--- config.mk ---
export PLATFORM = sky130hd
export DESIGN_NAME = fxalu_front
export DESIGN_NICKNAME = d
export VERILOG_FILES = /design/src/design/fxalu_pkg.sv /design/src/design/fxalu_front.sv
export SDC_FILE = /design/constraint.sdc
export NUM_CORES = 2
export LEC_CHECK = 0
export BUFFER_PORTS_ARGS = -buffer_cell sky130_fd_sc_hd__buf_4
export CAP_MARGIN = 20
export CORE_ASPECT_RATIO = 0.5
export CORE_MARGIN = 8
export CORE_UTILIZATION = 50
export CTS_BUF_LIST = sky130_fd_sc_hd__clkbuf_2 sky130_fd_sc_hd__clkbuf_4 sky130_fd_sc_hd__clkbuf_8
export DETAILED_ROUTE_END_ITERATION = 10
export PLACE_DENSITY = 0.71
export SETUP_SLACK_MARGIN = 0.1
export SLEW_MARGIN = 10
export SYNTH_ARGS = -nofsm -noshare
export SYNTH_HDL_FRONTEND = slang
export SYNTH_SLANG_ARGS = --single-unit
export TNS_END_PERCENT = 1
--- constraint.sdc ---
create_clock -name clk -period 10.51 [get_ports clk]
set_clock_uncertainty 0.05 [all_clocks]
set_input_delay 2.102 -clock clk [delete_from_list [all_inputs] [get_ports clk]]
set_output_delay 2.102 -clock clk [all_outputs]
set_load 0.01 [all_outputs]
--- src/design/fxalu_pkg.sv ---
// ----------------------------------------------------------------------------
// fxalu_pkg
// Shared types and codes for the signed fixed-point ALU.
// ----------------------------------------------------------------------------
package fxalu_pkg;

  localparam int FRAC_BITS_DEFAULT = 8;

  localparam logic [3:0] CMD_ADD    = 4'd0;
  localparam logic [3:0] CMD_SUB    = 4'd1;
  localparam logic [3:0] CMD_MUL    = 4'd2;
  localparam logic [3:0] CMD_DIV    = 4'd3;
  localparam logic [3:0] CMD_GT     = 4'd4;
  localparam logic [3:0] CMD_LT     = 4'd5;
  localparam logic [3:0] CMD_GE     = 4'd6;
  localparam logic [3:0] CMD_LE     = 4'd7;
  localparam logic [3:0] CMD_EQ     = 4'd8;
  localparam logic [3:0] CMD_NE     = 4'd9;
  localparam logic [3:0] CMD_INC    = 4'd10;
  localparam logic [3:0] CMD_DEC    = 4'd11;
  localparam logic [3:0] CMD_TO_INT = 4'd12;

  localparam logic [1:0] ST_OK  = 2'd0;
  localparam logic [1:0] ST_OVF = 2'd1;
  localparam logic [1:0] ST_DZ  = 2'd2;

  localparam logic [1:0] CLS_SIMPLE = 2'd0;
  localparam logic [1:0] CLS_MUL    = 2'd1;
  localparam logic [1:0] CLS_DIV    = 2'd2;

  localparam logic signed [31:0] VAL_MAX = 32'sh7fff_ffff;
  localparam logic signed [31:0] VAL_MIN = 32'sh8000_0000;

  typedef struct packed {
    logic        [3:0]  cmd;
    logic signed [31:0] operand_a;
    logic signed [31:0] operand_b;
  } item_t;

  typedef struct packed {
    logic signed [31:0] value;
    logic        [1:0]  status;
  } result_t;

  // per-item info carried alongside the divider chain
  typedef struct packed {
    logic [1:0]         cls;
    logic               neg;
    logic signed [31:0] sval;
    logic [1:0]         sst;
  } side_t;

endpackage

--- src/design/fxalu_front.sv ---
// ----------------------------------------------------------------------------
// fxalu_front
// Decode, add/compare ops and magnitudes (stage A), then the magnitude
// product and divider setup (stage B).
// ----------------------------------------------------------------------------
module fxalu_front import fxalu_pkg::*; #(
  parameter int FRAC_BITS = FRAC_BITS_DEFAULT
) (
  input  logic                           clk,
  input  logic                           rst,
  input  logic                           en,
  input  logic                           in_valid,
  input  item_t                          item,
  output logic                           valid,
  output side_t                          side,
  output logic [63:0]                    prod,
  output logic [32+FRAC_BITS-1:0]        num,
  output logic [31:0]                    den
);

  logic               a_valid;
  side_t              a_side;
  logic [31:0]        a_mag_a;
  logic [31:0]        a_mag_b;
  side_t              side_next;
  logic [31:0]        mag_a_next;
  logic [31:0]        mag_b_next;
  logic signed [32:0] sum;
  logic signed [32:0] dif;
  logic signed [32:0] incv;
  logic signed [32:0] decv;
  logic [31:0]        tint;
  logic signed [31:0] sa;
  logic signed [31:0] sb;

  always_comb begin
    sa = item.operand_a;
    sb = item.operand_b;
    mag_a_next = sa[31] ? 32'(-sa) : 32'(sa);
    mag_b_next = sb[31] ? 32'(-sb) : 32'(sb);
    sum  = {sa[31], sa} + {sb[31], sb};
    dif  = {sa[31], sa} - {sb[31], sb};
    incv = {sa[31], sa} + 33'sd1;
    decv = {sa[31], sa} - 33'sd1;
    tint = mag_a_next >> FRAC_BITS;
    side_next.cls  = CLS_SIMPLE;
    side_next.neg  = sa[31] ^ sb[31];
    side_next.sval = '0;
    side_next.sst  = ST_OK;
    unique case (item.cmd)
      CMD_ADD: begin
        side_next.sval = sum[32] != sum[31] ? (sum[32] ? VAL_MIN : VAL_MAX) : sum[31:0];
        side_next.sst  = sum[32] != sum[31] ? ST_OVF : ST_OK;
      end
      CMD_SUB: begin
        side_next.sval = dif[32] != dif[31] ? (dif[32] ? VAL_MIN : VAL_MAX) : dif[31:0];
        side_next.sst  = dif[32] != dif[31] ? ST_OVF : ST_OK;
      end
      CMD_MUL: side_next.cls = CLS_MUL;
      CMD_DIV: begin
        if (sb == 32'sd0) begin
          side_next.sst = ST_DZ;
        end else begin
          side_next.cls = CLS_DIV;
        end
      end
      CMD_GT: side_next.sval = {31'd0, sa > sb};
      CMD_LT: side_next.sval = {31'd0, sa < sb};
      CMD_GE: side_next.sval = {31'd0, sa >= sb};
      CMD_LE: side_next.sval = {31'd0, sa <= sb};
      CMD_EQ: side_next.sval = {31'd0, sa == sb};
      CMD_NE: side_next.sval = {31'd0, sa != sb};
      CMD_INC: begin
        side_next.sval = incv[32] != incv[31] ? VAL_MAX : incv[31:0];
        side_next.sst  = incv[32] != incv[31] ? ST_OVF : ST_OK;
      end
      CMD_DEC: begin
        side_next.sval = decv[32] != decv[31] ? VAL_MIN : decv[31:0];
        side_next.sst  = decv[32] != decv[31] ? ST_OVF : ST_OK;
      end
      CMD_TO_INT: side_next.sval = sa[31] ? 32'(-tint) : tint;
      default: ;
    endcase
  end

  always_ff @(posedge clk) begin
    if (rst) begin
      a_valid <= 1'b0;
      valid   <= 1'b0;
    end else if (en) begin
      a_valid <= in_valid;
      valid   <= a_valid;
    end
  end

  always_ff @(posedge clk) begin
    if (en) begin
      a_side  <= side_next;
      a_mag_a <= mag_a_next;
      a_mag_b <= mag_b_next;
      side    <= a_side;
      prod    <= 64'(a_mag_a) * 64'(a_mag_b);
      num     <= {a_mag_a, {FRAC_BITS{1'b0}}};
      den     <= a_mag_b;
    end
  end

endmodule

==> metrics.cfg <==
[grt]
grt.overflow.total=0
grt_max_degree=155
grt_usage_pct=28.91
antenna_found_initial=8
grt_pass1_wl_mm=245.8
grt_pass1_vias=41270

[timing]
setup_viol=0
hold_violations=0
worst_slack_ns=1.166
worstMarginPinSlew_ns=1.211
relSlewSlack_pct=19.23
rsz0062_at_grt=no
period_needed_ns=9.344
finalMaxSlewViolations=0
finalSetupTns_ns=0
fin_crit_sh_pct=88.91
fmax_ghz=0.1070

[critical_path]
cpPeakStageDelay_ns=0.95
cpMaxStageDelayCell=edfxtp_1
crit_top_cell=fa_1
crit_arrival_ns=9.71
cp_max_fo=18
worstPathCellList=buf_4 > and2_1 > fa_1 > inv_1 > fa_1 > fa_1 > fa_1 > inv_1 > fa_1 > fa_1 > fa_1 > fa_1 > ha_1 > nand2_1 > or4_1 > a31o_2 > a21oi_1 > nor3b_1 > a21oi_1 > o21ai_0 > xor2_1
criticalPathCategory=flop to flop
crit_required_ns=10.87
critPathLaunchType=flop
cp-end-kind=flop

[logic_synthesis]
async_flop_share_pct=0
synth_top_cell_area_share_pct=36.23
yosysTopAreaCell=fa_1
synth_area_um2=49620
yosysSeqAreaShare_pct=16.18
synth_seq_cells=268
synthCells=5265
ys_warn_count=0
synthTopCellsByArea=fa_1 36%, edfxtp_1 16%, ha_1 8.4%
ys_types=88
ys.flop_type=edfxtp_1
synth_edf_count=266
avgSynthCellArea_um2=9.425

[cts]
clkLatencyLatePin_ns=0.71
root_buffer=clkbuf_8
post-cts-setup-buffers=0
cts_resized=0
htree_num_levels=2
clkTransAtPathRegs_ns=0.07
cts.sinks=268
clk_path_buf_depth=3
cts_buffers=45
cts_tree=built
hold_buffers=0

[floorplan]
die_area_um2=110200
start_util_pct=50.63
core-area_um2=98000
num_rows=81
dieWidth_um=461.5
die_h_um=238.8
io_pins=246

[detailed_routing]
drc=0
vias_per_cell=5.804
postRouteAntennaNets=0
drtIter0Drc=3649
wire_per_inst_um=23.95
dr.pass1.iters=6
routed_wl_mm=160.3
vias=38850

[flow_run]
cap_violations=0

[final_layout]
area_growth_syn_to_layout_pct=7.958
nFillCells=8769
nets=6631
drive_above_1_share_pct=8.355
final_common_cell=inv_1
layout_common_cells=942 x inv_1, 898 x fa_1, 630 x and2_1, 551 x nand2_1, 334 x ha_1

[placed_design]
dp_slack_ns=1.549
place.gp.congestion=0.9805
dp_hpwl_mm=125.8
io_buffers=237

[run_status]
outcome=completed

[worst_hold_path]
hp-class=flop to flop

registers in the layout (all words and copies together), names as in the netlist:
| signal | count |
|---|---|
| num | 32 |
| valid | 1 |
| a_valid | 1 |
| prod | 64 |
| a_side | 37 |
| a_mag_b | 32 |
| den | 32 |
| side | 37 |
| a_mag_a | 32 |
metal layers:
metal	track usage (%)	vias up	routed length, um
li1	-	16660	-
met4	9.827	8	5691
met2	45.14	1912	71910
met1	39.54	19940	66400
met3	7.104	334	16190
met5	0.6591	-	145
worst paths after layout:
path	cells after the start	endpoint	slack [ns]	from
worst min register to register	0	side[8]	0.36	a_side[8]
worst max-delay path	21	prod[49]	1.17	a_mag_b[4]
worst min-delay path	0	side[8]	0.36	a_side[8]
worst max register to register	21	prod[49]	1.17	a_mag_b[4]
final cells by class:
type	count	area, um^2	share of cell area (%)
Antenna cell	4	10.01	0.01869
Timing Repair Buffer	333	2603	4.858
Tap cell	1328	1662	3.102
Multi-Input combinational cell	3736	36800	68.69
Clock buffer	56	714.4	1.334
Inverter	943	3540	6.608
Clock inverter	26	216.5	0.4041
Sequential cell	268	8028	14.99
synthesized netlist by cell type (all sizes together) (26+ instances only):
master and instances:
a21o 50, a21oi 170, and2 630, and3 27
buf 34, clkbuf 291, edfxtp 266, fa 898
ha 334, inv 942, nand2 551, nand3 60
nand4 45, nor2 143, nor2b 26, nor3 44
o21ai 161, o31ai 35, xnor2 147, xor2 60
per-stage QoR:
| step | hold slack, ns | util [%] | std cells | cell area [um^2] |
|---|---|---|---|---|
| floorplan | 0.3503 | - | 5272 | 49650 |
| global placement | 0.3507 | 53.57 | 6602 | 52500 |
| detailed placement | 0.3545 | 53.57 | 6602 | 52500 |
| CTS | 0.3714 | 54.52 | 6684 | 53430 |
| global route | 0.3766 | 54.66 | 6692 | 53560 |
| finish | 0.3619 | 54.66 | 6694 | 53570 |
critical path, delay by kind of cell, from the launching register on:
family,cells,cell delay (ns)
buffers and inverters,3,0.59
AO/OA/AOI/OAI,4,1.31
flip-flops,1,0.95
AND/OR/NAND/NOR,4,1.74
adder cells (fa/ha/maj),9,4.28
XOR/XNOR,1,0.11
kinds of logic after synthesis:
kind of cell	count (synthesis)	synth area share, %
simple gates	1642	17.19
buf+inv	1268	9.728
fa+ha+maj	1232	44.65
compound gates	634	8.309
flops	268	16.18
xor+xnor	207	3.654
mux	13	0.2799
other cells	1	0.007557
Power is left out: the tool's default activity adds up to more than one toggle a clock period on the data nets, which glitch-free logic cannot reach.
