`config.mk`:
```
export PLATFORM = sky130hd
export DESIGN_NAME = fxalu_div_stage
export DESIGN_NICKNAME = d
export VERILOG_FILES = /design/src/design/fxalu_pkg.sv /design/src/design/fxalu_div_stage.sv
export SDC_FILE = /design/constraint.sdc
export NUM_CORES = 1
export LEC_CHECK = 0
export BUFFER_PORTS_ARGS = -buffer_cell sky130_fd_sc_hd__buf_4
export CAP_MARGIN = 20
export CORE_AREA = 2 2 194 196
export CTS_BUF_LIST = sky130_fd_sc_hd__clkbuf_4
export CTS_CLUSTER_SIZE = 10
export DETAILED_ROUTE_END_ITERATION = 12
export DIE_AREA = 0 0 196 198
export HOLD_SLACK_MARGIN = 0.08
export PLACE_DENSITY_LB_ADDON = 0.25
export SLEW_MARGIN = 20
export SYNTH_ARGS = -nofsm -noshare
export SYNTH_HDL_FRONTEND = slang
export SYNTH_SLANG_ARGS = --single-unit
```
`constraint.sdc`:
```
create_clock -name clk -period 4.9 [get_ports clk]
set_input_delay 0.98 -clock clk [delete_from_list [all_inputs] [get_ports clk]]
set_output_delay 0.98 -clock clk [all_outputs]
set_load 0.005 [all_outputs]
```
`src/design/fxalu_pkg.sv`:
```
// ----------------------------------------------------------------------------
// fxalu_pkg
// Shared types and codes for the signed fixed-point ALU.
// ----------------------------------------------------------------------------
package fxalu_pkg;

  localparam int FRAC_BITS_DEFAULT = 8;

  localparam logic [3:0] CMD_ADD    = 4'd0;
  localparam logic [3:0] CMD_SUB    = 4'd1;
  localparam logic [3:0] CMD_MUL    = 4'd2;
  localparam logic [3:0] CMD_DIV    = 4'd3;
  localparam logic [3:0] CMD_GT     = 4'd4;
  localparam logic [3:0] CMD_LT     = 4'd5;
  localparam logic [3:0] CMD_GE     = 4'd6;
  localparam logic [3:0] CMD_LE     = 4'd7;
  localparam logic [3:0] CMD_EQ     = 4'd8;
  localparam logic [3:0] CMD_NE     = 4'd9;
  localparam logic [3:0] CMD_INC    = 4'd10;
  localparam logic [3:0] CMD_DEC    = 4'd11;
  localparam logic [3:0] CMD_TO_INT = 4'd12;

  localparam logic [1:0] ST_OK  = 2'd0;
  localparam logic [1:0] ST_OVF = 2'd1;
  localparam logic [1:0] ST_DZ  = 2'd2;

  localparam logic [1:0] CLS_SIMPLE = 2'd0;
  localparam logic [1:0] CLS_MUL    = 2'd1;
  localparam logic [1:0] CLS_DIV    = 2'd2;

  localparam logic signed [31:0] VAL_MAX = 32'sh7fff_ffff;
  localparam logic signed [31:0] VAL_MIN = 32'sh8000_0000;

  typedef struct packed {
    logic        [3:0]  cmd;
    logic signed [31:0] operand_a;
    logic signed [31:0] operand_b;
  } item_t;

  typedef struct packed {
    logic signed [31:0] value;
    logic        [1:0]  status;
  } result_t;

  // per-item info carried alongside the divider chain
  typedef struct packed {
    logic [1:0]         cls;
    logic               neg;
    logic signed [31:0] sval;
    logic [1:0]         sst;
  } side_t;

endpackage

```
`src/design/fxalu_div_stage.sv`:
```
// ----------------------------------------------------------------------------
// fxalu_div_stage
// One restoring division step: brings down one numerator bit, produces one
// quotient bit. Also carries the item info and product forward.
// ----------------------------------------------------------------------------
module fxalu_div_stage import fxalu_pkg::*; #(
  parameter int NW = 32 + FRAC_BITS_DEFAULT
) (
  input  logic          clk,
  input  logic          rst,
  input  logic          en,
  input  logic          in_valid,
  input  side_t         in_side,
  input  logic [63:0]   in_prod,
  input  logic [NW-1:0] in_num,
  input  logic [NW-1:0] in_quo,
  input  logic [31:0]   in_rem,
  input  logic [31:0]   in_den,
  output logic          valid,
  output side_t         side,
  output logic [63:0]   prod,
  output logic [NW-1:0] num,
  output logic [NW-1:0] quo,
  output logic [31:0]   rem,
  output logic [31:0]   den
);

  logic [32:0] trial;
  logic        fits;

  assign trial = {in_rem, in_num[NW-1]};
  assign fits  = trial >= {1'b0, in_den};

  always_ff @(posedge clk) begin
    if (rst) begin
      valid <= 1'b0;
    end else if (en) begin
      valid <= in_valid;
    end
  end

  always_ff @(posedge clk) begin
    if (en) begin
      side <= in_side;
      prod <= in_prod;
      num  <= {in_num[NW-2:0], 1'b0};
      quo  <= {in_quo[NW-2:0], fits};
      rem  <= fits ? 32'(trial - {1'b0, in_den}) : trial[31:0];
      den  <= in_den;
    end
  end

endmodule

```
==> results of run 1 <==
## final cells by class
type	instances	area, um^2	share of cell area [%]
Antenna cell	1	2.502	0.01690
Clock buffer	112	840.8	5.678
Clock inverter	10	97.59	0.6590
Inverter	38	142.6	0.9632
Multi-Input combinational cell	292	1994	13.47
Sequential cell	245	7347	49.61
Tap cell	474	593.1	4.005
Timing Repair Buffer	499	3791	25.60
## flip-flops by register name, indices dropped and copies added, names as in the netlist
name and cells:
rem 32, valid 1, den 32, side 37, num 39, prod 64, quo 40
## cell families (layout without fill, tap and decap cells)
logic type,after synthesis,count (layout)
buffers and inverters,57,659
flip-flops,245,245
AO/OA/AOI/OAI,119,119
other,1,2
adder cells (fa/ha/maj),33,33
multiplexers,12,12
XOR/XNOR,27,27
AND/OR/NAND/NOR,100,100
## power breakdown
| group | switching, mW | internal (mW) | total [mW] |
|---|---|---|---|
| logic | 0.404 | 0.471 | 0.875 |
| registers | 0.0554 | 2.53 | 2.58 |
| clock network | 0.902 | 1.13 | 2.03 |
## worst max-delay path, cell delays in order
cell and delay, ns:
buf_4 0.08, inv_1 0.03, ha_1 0.22, fa_1 0.41, nand2b_1 0.19, a21oi_1 0.18, o21ai_0 0.22, o311a_1 0.40
a31oi_1 0.37, a21oi_1 0.23, o41ai_1 0.43, xor2_1 0.12, mux2_1 0.31
## worst max-delay path by stage
stage | slack [ns] | cells past startpoint | end | startpoint
4_1_cts | 1.31 | 13 | rem[30] | in_num[39]
5_1_grt | 1.14 | 13 | rem[30] | in_num[39]
6_report | 1.17 | 13 | rem[30] | in_num[39]
2_1_floorplan | 1.15 | 12 | rem[13] | in_den[7]
3_3_place_gp | 0.52 | 13 | rem[30] | in_num[39]
3_5_place_dp | 0.50 | 13 | rem[30] | in_num[39]
## cell usage in the layout, fill, tap and decap left out, drive strengths merged, types with 2 or more instances in the layout
cell	count
xor2	12
nand3	8
o21ai	18
inv	38
and2	2
ha	32
a21oi	56
or4	2
o21bai	3
nor2	36
nor4	4
nor2b	3
and4	2
buf	499
o31ai	2
a211oi	4
mux2	10
bufinv	2
clkinvlp	2
clkinv	6
clkbuf	112
xnor2	15
nand2b	3
o21a	6
nand2	26
a2bb2oi	2
o211ai	4
o22ai	2
nor3	2
a31oi	5
edfxtp	244
mux2i	2
a21o	12
nand4	8
## stage by stage
stage / worst slack (ns) / hold slack (ns) / utilization [%]
floorplan: 1.149 / 0.4850 / -
global placement: 0.5240 / 0.4806 / 37.53
detailed placement: 0.5023 / 0.5097 / 37.53
CTS: 1.309 / 0.3214 / 40.07
global route: 1.144 / 0.3366 / 40.07
finish: 1.175 / 0.4232 / 40.07
## per-layer routing
metal	wire, um	global-route usage, %	up-vias
met5	57	0	-
met3	3187	7.290	62
li1	-	-	3398
met1	12640	17.69	3490
met2	17800	29.67	333
met4	1023	8.642	8
==> reports/metrics.yaml, run 1 <==
cells_and_area:
  design_area_um2: 14810
  nNetsFinal: 1430
  fillers: 3576
  area_growth_pct: 54.56
  layout-drive-gt1-share_pct: 52.26
  fin_cells: 1671
sta:
  setup_violations: 0
  setup_tns_ns: 0
  max_freq_mhz: 268.4
  rsz0062_at_grt: "no"
  finalHoldViolCount: 0
  worstMarginPinSlew_ns: 0.8850
  finalCritPeriodShare_pct: 76.02
  min_period_ns: 3.725
  max_slew_margin_pct: 41.00
  maxSlewViolCount: 0
  finClkSkew_ns: 0
logic_synthesis:
  synth_compound_area_share_pct: 7.639
  synth_top_family_by_area: "compound AO/OA/AOI/OAI gates"
  synth.avg_cell_area_um2: 16.13
  netlist_area_um2: 9582
  synth_common_cells: "edfxtp_1, a21oi_1, inv_1"
  synth_mux_area_share_pct: 1.384
  synthesis.instances: 594
  synth-simple-area-share_pct: 4.897
  synth_most_common_cell: "edfxtp_1"
  synth.area.top_cells: "edfxtp_1, ha_1, a21oi_1, inv_1, nor2_1"
  synth-seq-cells: 245
  synth_edf_count: 244
  synthXorXnorAreaFrac_pct: 2.468
  synth_fp_nets: 876
  synthArstFlopShare_pct: 0
  netlist.area_leader.share_pct: 76.47
  synth_top_flop_cell: "edfxtp_1"
  ys_seq_area_share_pct: 76.68
  synth_area_leader_cell: "edfxtp_1"
  yosys.area_share.adder_pct: 4.388
  ys_types: 50
  ys_warn_count: 0
die:
  initial_core_util_pct: 25.93
  core_area_um2: 36960
  chipWidth_um: 196
  die_h_um: 198
  rows: 71
  dieArea_um2: 38810
  pin_count: 495
critical_path:
  worstSetupStartpointType: "input port"
  endpoint_kind: "register"
  cp_max_fo: 4
  r2r_start: "valid"
  worstReg2RegEnd: "valid"
  timing.reg2reg.setup_slack_ns: 4.29
  path_class: "input port to register"
  cp.required_ns: 5.36
  r2r_cells: 2
  arrival_ns: 4.19
global_routing:
  grt_usage_pct: 17.08
  grt_pass1_wl_mm: 47.35
  grt_max_degree: 108
  grt_pass1_vias: 7238
  grt_antenna_before_repair: 5
  gr-total-overflow: 0
worst_hold_path:
  min_to: "valid"
  hold_path_depth: 2
  hp-class: "input port to register"
  min_from: "rst"
pwr:
  power_density_nw_per_um2: 370.9
  finalPower_mw: 5.493
  peakVddDrop_mv: 0.1486
  power.leakage_nw: 6.411
clock_tree:
  clockBufferDepth: 3
  cts_setup_buffers: 0
  cts_resized: 0
  cts_sinks: 245
  root_buffer: "clkbuf_4"
  cts_made_buffers: 72
  cts_tree: "built"
  h-tree-depth: 3
  ctsHoldBuffers: 0
  clkLatencyLatePin_ns: 0.71
  clkTransAtPathRegs_ns: 0.06
drt:
  first_pass_iters: 6
  via_per_inst: 4.363
  drt-initial-drc-count: 292
  finalWirelength_mm: 34.70
  dr_total_vias: 7291
  wl_per_cell_um: 20.77
  drc: 0
  detail-route-antenna-nets: 0
place:
  gp_congestion: 0.8235
  place_hpwl_mm: 26.45
  placed_cell_area_um2: 13870
  dp_cells: 1548
  port-buffer-count: 492
job:
  cap_violations: 0
outcome:
  outcome: "complete, no violations"
No activity file was read; power rests on OpenSTA's default activity.
==> inputs of run 2 (changes only) <==
Settings changed: ABC_AREA from default to 1, CORE_AREA 2 2 194 196 to 2 2 192 194, DIE_AREA 0 0 196 198 to 0 0 194 196.
Clock period 4.9 ns to 3.7 ns, I/O delays scaled along.
==> reports/metrics.yaml, run 2 <==
critical_path:
  crit_path_frequent_cell: "nand2_1"
  crit_start: "in_rem[27]"
  r2r_start: "valid"
  arrival_ns: 3.17  # -1.02 ns
  slowest_stage: "nor2_4"
  crit_path_end: "rem[27]"
  worstReg2RegEnd: "valid"
  worstSetupStartpointType: "input port"
  cp_max_fo: 35  # +31
  endpoint_kind: "register"
  cpPeakStageDelay_ns: 0.71  # +0.28 ns
  path_cells: "buf_4 -> ha_1 -> nand2_1 -> inv_1 -> nand2_1 -> nand2_1 -> a21oi_1 -> nand2_1 -> nor2_4 -> nand2_8 -> nand3_1 -> nand2_1"
  timing.reg2reg.setup_slack_ns: 3.11  # -1.18 ns
  r2r_cells: 2  # unchanged
  path_class: "input port to register"
  cp.required_ns: 4.20  # -1.16 ns
clock_tree:
  cts_made_buffers: 72  # unchanged
  cts_tree: "built"
  h-tree-depth: 3  # unchanged
  cts_setup_buffers: 0  # unchanged
  root_buffer: "clkbuf_4"
  cts_sinks: 245  # unchanged
  clockBufferDepth: 3  # unchanged
  clkTransAtPathRegs_ns: 0.06  # about the same
  clkLatencyLatePin_ns: 0.73  # +0.02 ns
logic_synthesis:
  synth_common_cells: "nand2_1, edfxtp_1, inv_1"
  ys_seq_area_share_pct: 69.76  # -6.9 points
  synth_top_flop_cell: "edfxtp_1"
  synth_edf_count: 244  # unchanged
  ys_types: 30  # -40%
  synth.avg_cell_area_um2: 11.76  # -27%
  synth-seq-cells: 245  # unchanged
  synthesis.instances: 896  # +51%
  netlist.area_leader.share_pct: 69.57  # -6.9 points
  synth.area.top_cells: "edfxtp_1, nand2_1, inv_1, ha_1, nand3_1"
  netlist_area_um2: 10530  # +9.9%
  ys_warn_count: 0  # unchanged
  synthArstFlopShare_pct: 0  # unchanged
  synth_most_common_cell: "nand2_1"
  synth_fp_nets: 1178  # +34%
  synth_area_leader_cell: "edfxtp_1"
global_routing:
  grt_antenna_before_repair: 6  # +1
  grt_pass1_wl_mm: 55.09  # +16%
  gr-total-overflow: 0  # unchanged
  grt_max_degree: 79  # -27%
  grt_pass1_vias: 8715  # +20%
  grt_usage_pct: 19.87  # +2.8 points
drt:
  detail-route-antenna-nets: 0  # unchanged
  wl_per_cell_um: 19.67  # -5.3%
  first_pass_iters: 5  # -1
  dr_total_vias: 8510  # +17%
  drt-initial-drc-count: 370  # +27%
  drc: 0  # unchanged
  finalWirelength_mm: 38.97  # +12%
  via_per_inst: 4.296  # -1.5%
cells_and_area:
  postLayoutCoreUtil_pct: 43.48  # +3.4 points
  final_common_cell: "buf_4"
  largest_reg_flops: 64  # unchanged
  fillers: 3531  # -1.3%
  nNetsFinal: 1740  # +22%
  regMostFlops: "prod"
  largestRegisters: "prod x64, quo x40, num x39"
  seqCellArea_um2: 7347  # unchanged
  final_cell_mix: "buf_4, nand2_1, edfxtp_1"
  area_growth_pct: 48.98
  layout-drive-gt1-share_pct: 42.00  # -10 points
  multi_input_area_um2: 2529  # +27%
sta:
  worstMarginPinSlew_ns: 0.9332  # +0.04815 ns
  hold_ws_ns: 0.1597  # -0.2635 ns
  finalCritPeriodShare_pct: 72.01
  worst_slack_ns: 1.036  # -0.1391 ns
  rsz0062_at_grt: "no"
  max_slew_margin_pct: 37.64  # -3.4 points
  setup_tns_ns: 0  # unchanged
  finalHoldViolCount: 0  # unchanged
  max_freq_mhz: 375.3
  min_period_ns: 2.664
  maxSlewViolCount: 0  # unchanged
  finClkSkew_ns: 0  # unchanged
  setup_violations: 0  # unchanged
place:
  place_hpwl_mm: 30.57  # +16%
  pre_cts_slack_ns: 0.2338  # -0.2686 ns
  gp_congestion: 0.8795  # +6.8%
  port-buffer-count: 492  # unchanged
pwr:
  finalPower_mw: 7.128  # +30%
  peakVddDrop_mv: 0.3030  # +100%
  power_density_nw_per_um2: 454.2  # +22%
  power.leakage_nw: 7.486  # +17%
worst_hold_path:
  hp-class: "input port to register"
  min_from: "rst"
outcome:
  outcome: "complete, no violations"
die:
  core_area_um2: 36080  # -2.4%
  chipWidth_um: 194  # -1.0%
  initial_core_util_pct: 29.19  # +3.3 points
  pin_count: 495  # unchanged
  dieArea_um2: 38020  # -2.0%
  rows: 70  # -1.4%
  die_h_um: 196  # -1.0%
job:
  cap_violations: 0  # unchanged
[run 2: cell count changes in the layout (fill, tap and decap cells not counted), sizes merged, moves of 14 or more]
cell and delta:
nand3 +59, nand2 +253, a21oi -35, xnor2 -14, inv +116, o21ai -16
[run 2: critical path, delay by kind of cell]
| kind | cells | cell delay (ns) |
|---|---|---|
| adder cells (fa/ha/maj) | 1 | 0.35 |
| buffers and inverters | 2 | 0.17 |
| AO/OA/AOI/OAI | 1 | 0.14 |
| AND/OR/NAND/NOR | 8 | 1.72 |
[run 2: cell type report]
cell class	instances	share of cell area [%]
multi-input cells	490	16.12
repair buffers	499	24.18
flip-flops and latches	245	46.82
clock buffers	102	4.880
clock inverters	21	0.5901
diodes	6	0.09569
inverters	150	3.588
well taps	468	3.732
[run 2: layer usage]
metal	global-route usage, %	part of all wire, %	vias to the layer above
met5	0	0.044	-
li1	-	-	4133
met4	7.351	2.7	4
met1	21.34	37	3981
met2	35.42	52	330
met3	7.667	7.8	62
[run 2: how the worst min path moves through the flow]
stage	to	slack (ns)	depth (start not counted)
after detailed placement	valid	0.49	2
after global routing	prod[30]	0.08	1
after CTS	prod[61]	0.08	1
after floorplan	valid	0.48	2
after global placement	valid	0.48	2
final	valid	0.16	2
[run 2: repair_timing]
| action | in CTS | in global routing |
|---|---|---|
| endpoints found under the hold margin | 1 | 0 |
| hold buffers | 1 | 0 |
| resized for setup | 0 | 0 |
| setup endpoints to repair | 0 | 0 |
[run 2: stage by stage]
| stage | instance area, um^2 | cells |
|---|---|---|
| after global placement | 14810 | 1851 |
| after CTS | 15680 | 1975 |
| after detailed placement | 14810 | 1851 |
| after global routing | 15690 | 1980 |
| final | 15690 | 1981 |
| after floorplan | 10530 | 896 |
[run 2: cell families after synthesis]
logic type / after synthesis / share of synthesized area (%)
and+or+nand+nor: 416 / 17.49
buffers and inverters: 161 / 6.237
DFF: 245 / 69.76
xor gates and xnor gates: 14 / 1.164
other: 1 / 0.03560
muxes: 1 / 0.09504
AOI/OAI and AO/OA: 25 / 1.235
adders and majority gates: 33 / 3.991
[run 2: where the power goes]
| group | internal (mW) | switching, mW | total (mW) |
|---|---|---|---|
| Combinational | 0.614 | 0.629 | 1.24 |
| Sequential | 3.34 | 0.0702 | 3.41 |
| Clock | 1.27 | 1.20 | 2.47 |
| Total | 5.22 | 1.90 | 7.13 |
