**src/design/fxalu_pkg.sv**
```systemverilog
// ----------------------------------------------------------------------------
// fxalu_pkg
// Shared types and codes for the signed fixed-point ALU.
// ----------------------------------------------------------------------------
package fxalu_pkg;

  localparam int FRAC_BITS_DEFAULT = 8;

  localparam logic [3:0] CMD_ADD    = 4'd0;
  localparam logic [3:0] CMD_SUB    = 4'd1;
  localparam logic [3:0] CMD_MUL    = 4'd2;
  localparam logic [3:0] CMD_DIV    = 4'd3;
  localparam logic [3:0] CMD_GT     = 4'd4;
  localparam logic [3:0] CMD_LT     = 4'd5;
  localparam logic [3:0] CMD_GE     = 4'd6;
  localparam logic [3:0] CMD_LE     = 4'd7;
  localparam logic [3:0] CMD_EQ     = 4'd8;
  localparam logic [3:0] CMD_NE     = 4'd9;
  localparam logic [3:0] CMD_INC    = 4'd10;
  localparam logic [3:0] CMD_DEC    = 4'd11;
  localparam logic [3:0] CMD_TO_INT = 4'd12;

  localparam logic [1:0] ST_OK  = 2'd0;
  localparam logic [1:0] ST_OVF = 2'd1;
  localparam logic [1:0] ST_DZ  = 2'd2;

  localparam logic [1:0] CLS_SIMPLE = 2'd0;
  localparam logic [1:0] CLS_MUL    = 2'd1;
  localparam logic [1:0] CLS_DIV    = 2'd2;

  localparam logic signed [31:0] VAL_MAX = 32'sh7fff_ffff;
  localparam logic signed [31:0] VAL_MIN = 32'sh8000_0000;

  typedef struct packed {
    logic        [3:0]  cmd;
    logic signed [31:0] operand_a;
    logic signed [31:0] operand_b;
  } item_t;

  typedef struct packed {
    logic signed [31:0] value;
    logic        [1:0]  status;
  } result_t;

  // per-item info carried alongside the divider chain
  typedef struct packed {
    logic [1:0]         cls;
    logic               neg;
    logic signed [31:0] sval;
    logic [1:0]         sst;
  } side_t;

endpackage

```
**src/design/fxalu_back.sv**
```systemverilog
// ----------------------------------------------------------------------------
// fxalu_back
// Rounding, sign and saturation of product and quotient; output register.
// ----------------------------------------------------------------------------
module fxalu_back import fxalu_pkg::*; #(
  parameter int FRAC_BITS = FRAC_BITS_DEFAULT
) (
  input  logic                    clk,
  input  logic                    rst,
  input  logic                    en,
  input  logic                    in_valid,
  input  side_t                   in_side,
  input  logic [63:0]             in_prod,
  input  logic [32+FRAC_BITS-1:0] in_quo,
  input  logic [31:0]             in_rem,
  input  logic [31:0]             in_den,
  output logic                    valid,
  output result_t                 result
);

  localparam logic [63:0] HALF = 64'd1 << (FRAC_BITS - 1);

  logic [63:0] mq;
  logic [63:0] dq;
  logic [63:0] mag;
  result_t     res_next;

  always_comb begin
    mq  = (in_prod + HALF) >> FRAC_BITS;
    dq  = 64'(in_quo) + 64'({in_rem, 1'b0} >= {1'b0, in_den});
    mag = (in_side.cls == CLS_MUL) ? mq : dq;
    res_next.value  = in_side.sval;
    res_next.status = in_side.sst;
    if (in_side.cls != CLS_SIMPLE) begin
      res_next.status = ST_OK;
      if (in_side.neg) begin
        if (mag > 64'h8000_0000) begin
          res_next.value  = VAL_MIN;
          res_next.status = ST_OVF;
        end else begin
          res_next.value = 32'(-mag[31:0]);
        end
      end else begin
        if (mag > 64'h7fff_ffff) begin
          res_next.value  = VAL_MAX;
          res_next.status = ST_OVF;
        end else begin
          res_next.value = mag[31:0];
        end
      end
    end
  end

  always_ff @(posedge clk) begin
    if (rst) begin
      valid <= 1'b0;
    end else if (en) begin
      valid <= in_valid;
    end
  end

  always_ff @(posedge clk) begin
    if (en) begin
      result <= res_next;
    end
  end

endmodule

```
**config.mk**
```make
export PLATFORM = sky130hd
export DESIGN_NAME = fxalu_back
export DESIGN_NICKNAME = d
export VERILOG_FILES = /design/src/design/fxalu_pkg.sv /design/src/design/fxalu_back.sv
export SDC_FILE = /design/constraint.sdc
export NUM_CORES = 1
export LEC_CHECK = 0
export ABC_CLOCK_PERIOD_IN_PS = 13700
export BUFFER_PORTS_ARGS = -buffer_cell sky130_fd_sc_hd__clkbuf_2
export CAP_MARGIN = 20
export CORE_ASPECT_RATIO = 1.25
export CORE_MARGIN = 2
export CORE_UTILIZATION = 55
export CTS_BUF_LIST = sky130_fd_sc_hd__clkbuf_16
export DETAILED_ROUTE_END_ITERATION = 10
export HOLD_SLACK_MARGIN = 0.02
export PLACE_DENSITY = 0.88
export SYNTH_ARGS = -nofsm -noshare
export SYNTH_HDL_FRONTEND = slang
export SYNTH_SLANG_ARGS = --single-unit
```
**constraint.sdc**
```tcl
create_clock -name clk -period 13.7 [get_ports clk]
set_clock_uncertainty 0.1 [all_clocks]
set_input_delay 3.425 -clock clk [delete_from_list [all_inputs] [get_ports clk]]
set_output_delay 3.425 -clock clk [all_outputs]
set_load 0.03 [all_outputs]
```
==> impl_metrics.toml, run 1 <==
[run_status]
status = "complete, no violations"

[sta]
finalHoldViolCount = 0
relSlewSlack_pct = 31.9
max_freq_ghz = 0.104
fin_ws_ns = 4.10
setup_tns_ns = 0
grt_setup_unrepaired = "no"
tightest_slew_ns = 1.02
hold_slack_ns = 0.398
finalMaxSlewViolations = 0
setup_viol = 0
fin_crit_ns = 9.60
finalCritPeriodShare_pct = 70.1

[logic_synthesis]
synth_area_leaders = "edfxtp_1 (16%), ha_1 (7.0%), xnor2_1 (4.5%), nand2_1 (4.4%), nand4_1 (4.2%)"
yosys-top-cells-count = "nand2_1 (76), nor2_1 (52), inv_1 (51)"
async_flop_share_pct = 0
synthSimpleGateAreaFrac_pct = 34.8
netlist_area_sq_um = 6440
syn_area_per_cell_sq_um = 7.44
synth-main-ff-cell = "edfxtp_1"
synth_top_family_by_area = "simple AND/OR/NAND/NOR gates"
yosys_warnings = 0
synth_seq_cells = 35
synth_mux_area_share_pct = 4.99
post-synth-top-area-fraction_pct = 15.9
synth_compound_area_share_pct = 23.4
synth-xor-area-share_pct = 7.35
synth_nets = 1110
synthAdderAreaFrac_pct = 7.00
netlist.top_cell.by_area = "edfxtp_1"
synth.distinct_cells = 79
synth-edff-count = 34
synth_most_common_cell = "nand2_1"
syn_inst = 865
synth-seq-area-share_pct = 16.2

[finish]
nets = 1310
multi_input_area_sq_um = 5000
design_area_sq_um = 7820
syn2layout_area_growth_pct = 21.5
ff_latch_area_sq_um = 1040
drive_gt1_share_pct = 27.2
fin_util_pct = 68.0
fill_cells = 1020
diodes = 0

[clock_network]
clkTransAtPathRegs_ns = 0.05
tritoncts = "done"
cts.sinks = 35
clock_path_buffers = 2
htreeDepth = 2
numCtsBuffers = 5
clockRootBuffer = "clkbuf_16"
cts_hold_buf = 0
insertion_delay_ns = 0.28
cts_resized = 0
post_cts.repair.setup_buffers = 0

[worst_setup_path]
worstSetupPathType = "input pin to register"
regToRegSetupSlack_ns = 13.02
end_kind = "register"
rr_worst_depth = 2
r2r_end = "valid"
cp_max_fo = 21
crit_buf_inv = 3
r2r_start = "valid"
crit_top_cell = "ha_1"
worst_ep_required_time_ns = 13.74
path_delay_family = "compound AO/OA/AOI/OAI gates"
worst_path_max_delay_cell = "or3_1"
crit_arrival_ns = 9.64
max_stage_delay_ns = 0.76
cp-start-kind = "input pin"

[global_routing]
grt_usage_pct = 30.5
grt_pass1_vias = 6989
antenna_found_initial = 0
grt_overflow = 0
grt_pass1_wl_microns = 32200
grt_max_degree = 56

[floorplan]
ios = 244
dieArea_sq_um = 12600
start_util_pct = 56.0
die_x_microns = 101
die_h_microns = 125
core_region_area_sq_um = 11500
rows = 44

[hold_path]
worstHoldStart = "valid"
hold_path_end = "valid"
holdPathStages = 2
hp-class = "register to register"

[pwr]
peakVddDrop_v = 0.0000432
power.density_nw_per_um2 = 60.6
p_leak_nw = 3.26

[routing]
vias_per_cell = 6.40
drtIter0Drc = 536
drtAntennaViolNets = 0
wl_microns = 19600
vias = 7702
drc = 0
wire_per_inst_microns = 16.3
detail_route.first_pass.iterations = 5

[place]
dpl-instance-area_sq_um = 7630
place_congestion = 0.986
pre_cts_ws_ns = 3.88
port_buffers = 236
post-dp-hpwl_microns = 16100

[flow_run]
drv_cap = 0
[worst max path at each step]
| stage | from | endpoint | cells past startpoint |
|---|---|---|---|
| floorplan | in_den[1] | result[33] | 26 |
| global placement | in_den[1] | result[25] | 25 |
| detailed placement | in_den[1] | result[25] | 25 |
| CTS | in_den[1] | result[25] | 25 |
| global route | in_den[1] | result[25] | 25 |
| finish | in_den[1] | result[25] | 25 |
[cells in the final DEF, fill, tap and decap left out, types with 7 or more instances in the layout]
master	count
clkbuf_2	236
nand2_1	76
nor2_1	52
inv_1	51
nor3_1	49
nand3_1	47
nand4_1	43
ha_1	36
edfxtp_1	34
xnor2_1	33
a21oi_1	32
nor4_1	29
mux2i_1	22
xor2_1	21
o21ai_0	20
a31oi_1	16
or3_1	15
o22ai_1	15
o22a_1	14
and4_1	13
or4_1	11
a21o_1	10
o41ai_1	10
o31a_1	9
or2_2	9
and3_1	9
and2_1	9
o211ai_1	9
mux2_2	9
o21a_1	8
a2bb2oi_1	8
nor2b_1	7
[flip-flops by register name, indices dropped and copies added, names as in the netlist]
signal	flops
valid	1
result	34
[area by class of cell]
class / instances / share of cell area [%]
Multi-Input combinational cell: 730 / 63.9
Timing Repair Buffer: 242 / 15.7
Sequential cell: 35 / 13.3
Inverter: 51 / 2.45
Tap cell: 138 / 2.21
Clock buffer: 5 / 1.60
Clock inverter: 3 / 0.864
[stage by stage]
step                      power, mW  instances
after floorplan               0.256        865
after global placement        0.323       1196
after detailed placement      0.327       1196
after CTS                     0.474       1204
after global routing          0.502       1204
final                         0.474       1204
[power by group]
| group | internal (mW) | switching (mW) | total, mW | leakage, nW |
|---|---|---|---|---|
| logic | 0.0766 | 0.119 | 0.195 | 2.82 |
| registers | 0.130 | 0.00242 | 0.133 | 0.345 |
| clock network | 0.104 | 0.0420 | 0.146 | 0.0900 |
| total | 0.311 | 0.163 | 0.474 | 3.26 |
[worst reg2reg max path: stages (launching register included)]
cell and delay [ns]:
dfxtp_1 0.31, mux2i_1 0.12, nor2_1 0.05
[layer usage]
| metal | share of wire (%) | GRT usage (%) | up-vias |
|---|---|---|---|
| li1 | - | - | 3763 |
| met1 | 40 | 37.9 | 3490 |
| met2 | 47 | 51.6 | 396 |
| met3 | 8.4 | 4.70 | 53 |
| met4 | 3.8 | 13.3 | 0 |
| met5 | 0 | 0 | - |
[cells by family (layout without fill, tap and decap cells)]
| logic type | Yosys count | count (layout) |
|---|---|---|
| compound gates | 206 | 206 |
| xor+xnor | 54 | 54 |
| fa+ha+maj | 36 | 36 |
| buf+inv | 100 | 301 |
| flops | 35 | 35 |
| mux | 31 | 31 |
| simple gates | 403 | 403 |
No activity file was read; power rests on OpenSTA's default activity.
==> run 2, diff against run 1 <==
--- a/config.mk
+++ b/config.mk
@@ -5,16 +5,17 @@
 export SDC_FILE = /design/constraint.sdc
 export NUM_CORES = 1
 export LEC_CHECK = 0
-export ABC_CLOCK_PERIOD_IN_PS = 13700
+export ABC_AREA = 1
+export ABC_CLOCK_PERIOD_IN_PS = 8020
 export BUFFER_PORTS_ARGS = -buffer_cell sky130_fd_sc_hd__clkbuf_2
 export CAP_MARGIN = 20
 export CORE_ASPECT_RATIO = 1.25
 export CORE_MARGIN = 2
-export CORE_UTILIZATION = 55
+export CORE_UTILIZATION = 49
 export CTS_BUF_LIST = sky130_fd_sc_hd__clkbuf_16
 export DETAILED_ROUTE_END_ITERATION = 10
 export HOLD_SLACK_MARGIN = 0.02
-export PLACE_DENSITY = 0.88
+export PLACE_DENSITY = 0.8
 export SYNTH_ARGS = -nofsm -noshare
 export SYNTH_HDL_FRONTEND = slang
 export SYNTH_SLANG_ARGS = --single-unit
==> constraint.sdc (replaced) <==
create_clock -name clk -period 8.02 [get_ports clk]
set_clock_uncertainty 0.1 [all_clocks]
set_input_delay 2.005 -clock clk [delete_from_list [all_inputs] [get_ports clk]]
set_output_delay 2.005 -clock clk [all_outputs]
set_load 0.03 [all_outputs]
==> run 2 against run 1 <==
Against the previous run:
- combinational power increased by 85%
- final cell count up 59%
- first-iteration DRC count increased by 16%
- register-to-register slack got worse by 5.7 ns
- largest power group unchanged
- highest routed layer unchanged
==> impl_metrics.toml, run 2 <==
[run_status]
status = "complete, no violations"

[finish]
largest_reg_flops = 34
stdcell_count = 1919
final_cell_mix = "nand2_1 (544), clkbuf_2 (236), nor2_1 (215)"
drive_gt1_share_pct = 17.9
final_common_cell = "nand2_1"
diodes = 0
nets = 1951
syn2layout_area_growth_pct = 19.2
top_regs = "result (34), valid (1)"
regMostFlops = "result"

[worst_setup_path]
worst_path_max_delay_cell = "ha_1"
worstSetupPathType = "input pin to register"
cp-start-kind = "input pin"
max_stage_delay_ns = 0.28
cp_max_fo = 24
worst_ep_required_time_ns = 7.96
crit_arrival_ns = 6.39
end_kind = "register"

[routing]
drtAntennaViolNets = 0
vias_per_cell = 5.29
detail_route.first_pass.iterations = 7
wl_microns = 27800
drtIter0Drc = 621
drc = 0
vias = 10153
wire_per_inst_microns = 14.5

[place]
pre_cts_ws_ns = 1.28
port_buffers = 236
place_congestion = 0.968
dp.cells = 1910
post-dp-hpwl_microns = 23900

[clock_network]
numCtsBuffers = 5
clkTransAtPathRegs_ns = 0.05
insertion_delay_ns = 0.28
cts_hold_buf = 0
cts_resized = 0
tritoncts = "done"
htreeDepth = 2
clockRootBuffer = "clkbuf_16"
clock_path_buffers = 2
post_cts.repair.setup_buffers = 0
cts.sinks = 35

[logic_synthesis]
synth_compound_area_share_pct = 6.52
synthAdderAreaFrac_pct = 5.81
synthSimpleGateAreaFrac_pct = 60.2
yosys_warnings = 0
synth_most_common_cell = "nand2_1"
synth-edff-count = 34
post-synth-top-area-fraction_pct = 26.3
async_flop_share_pct = 0
netlist.top_cell.by_area = "nand2_1"
syn_inst = 1486
synth_nets = 1731
synth_mux_area_share_pct = 0.129
synth.distinct_cells = 41
synth-seq-area-share_pct = 13.4
yosys-top-cells-count = "nand2_1 (544), nor2_1 (216), inv_1 (196)"
synth-main-ff-cell = "edfxtp_1"
synth_area_leaders = "nand2_1 (26%), edfxtp_1 (13%), nand3_1 (13%), nor2_1 (10%), inv_1 (9.5%)"
netlist_area_sq_um = 7750
syn_area_per_cell_sq_um = 5.22
synth_top_family_by_area = "simple AND/OR/NAND/NOR gates"
synth_seq_cells = 35
synth-xor-area-share_pct = 2.15

[sta]
relSlewSlack_pct = 41.9
max_freq_ghz = 0.155
setup_viol = 0
fin_crit_ns = 6.45
hold_slack_ns = 0.433
finalHoldViolCount = 0
tightest_slew_ns = 0.871
finalMaxSlewViolations = 0
grt_setup_unrepaired = "no"
setup_tns_ns = 0
finalCritPeriodShare_pct = 80.4
fin_ws_ns = 1.57

[global_routing]
grt_overflow = 0
grt_pass1_vias = 9294
grt_usage_pct = 33.0
antenna_found_initial = 2
grt_max_degree = 59
grt_pass1_wl_microns = 43800

[floorplan]
dieArea_sq_um = 16800
rows = 51
ios = 244
core_region_area_sq_um = 15500
start_util_pct = 50.0
die_h_microns = 145
die_x_microns = 116

[pwr]
p_comb_share_pct = 46.8
peakVddDrop_v = 0.0000704
p_leak_nw = 4.85
power.share.clock_pct = 23.8
internal_power_mw = 0.456
netSwitchingFraction_pct = 40.7
p_sw_mw = 0.313
power.density_nw_per_um2 = 83.2
p_total_mw = 0.768
p_seq_share_pct = 29.3

[flow_run]
drv_cap = 0

[hold_path]
hp-class = "register to register"
==> run 2: cell count changes after synthesis, moves of 20 or more <==
cell,previous run,this run
nand3_1,47,195
xnor2_1,33,1
nor3_1,49,16
o21ai_0,20,44
mux2i_1,22,1
nor4_1,29,3
clkbuf_1,28,8
inv_1,51,196
nor2_1,52,216
nand2_1,76,544
==> run 2: kinds of logic (layout without fill, tap and decap cells) <==
family | count (synthesis) | after routing
xor gates and xnor gates | 19 | 19
DFF | 35 | 35
and+or+nand+nor | 1076 | 1076
AOI/OAI and AO/OA | 89 | 89
muxes | 1 | 1
adders and majority gates | 36 | 36
buffers and inverters | 230 | 451
==> run 2: power groups by stage <==
stage	Clock [mW]	Combinational (mW)	Sequential, mW
after floorplan	0	0.184	0.265
after global placement	0	0.348	0.228
after detailed placement	0	0.354	0.229
after CTS	0.185	0.356	0.225
after global routing	0.190	0.404	0.228
final	0.183	0.360	0.225
==> run 2: per-layer routing <==
layer | vias up | wire length [microns] | track usage [%]
li1 | 5192 | - | -
met1 | 4472 | 10600 | 36.4
met2 | 407 | 14000 | 60.9
met3 | 82 | 1770 | 3.44
met4 | 0 | 1520 | 18.0
met5 | - | 0 | 0
==> run 2: metrics by stage <==
| step | utilization, % | area (sq um) |
|---|---|---|
| finish | 59.6 | 9240 |
| CTS | 59.4 | 9210 |
| global route | 59.6 | 9240 |
| detailed placement | 58.5 | 9070 |
| global placement | 58.5 | 9070 |
| floorplan | - | 7750 |
==> run 2: final cells by class <==
| cell class | instances | area (sq um) |
|---|---|---|
| inverters | 203 | 762 |
| multi-input cells | 1221 | 5800 |
| repair buffers | 240 | 1230 |
| clock buffers | 5 | 125 |
| fillers | 1734 | 6270 |
| well taps | 212 | 265 |
| flip-flops and latches | 35 | 1040 |
| clock inverters | 3 | 12.5 |
==> run 2: path summary, 6_finish.rpt <==
kind                                start    endpoint  slack [ns]  cells past startpoint
worst max-delay path            in_den[4]  result[25]        1.57                     30
worst min-delay path                valid       valid        0.43                      2
worst max register to register      valid       valid        7.29                      2
worst min register to register      valid       valid        0.43                      2
==> run 2: critical path: cells and delay by family <==
family / cells / cell delay (ns)
AO/OA/AOI/OAI: 6 / 0.93
buffers and inverters: 3 / 0.33
AND/OR/NAND/NOR: 18 / 2.40
adder cells (fa/ha/maj): 3 / 0.72
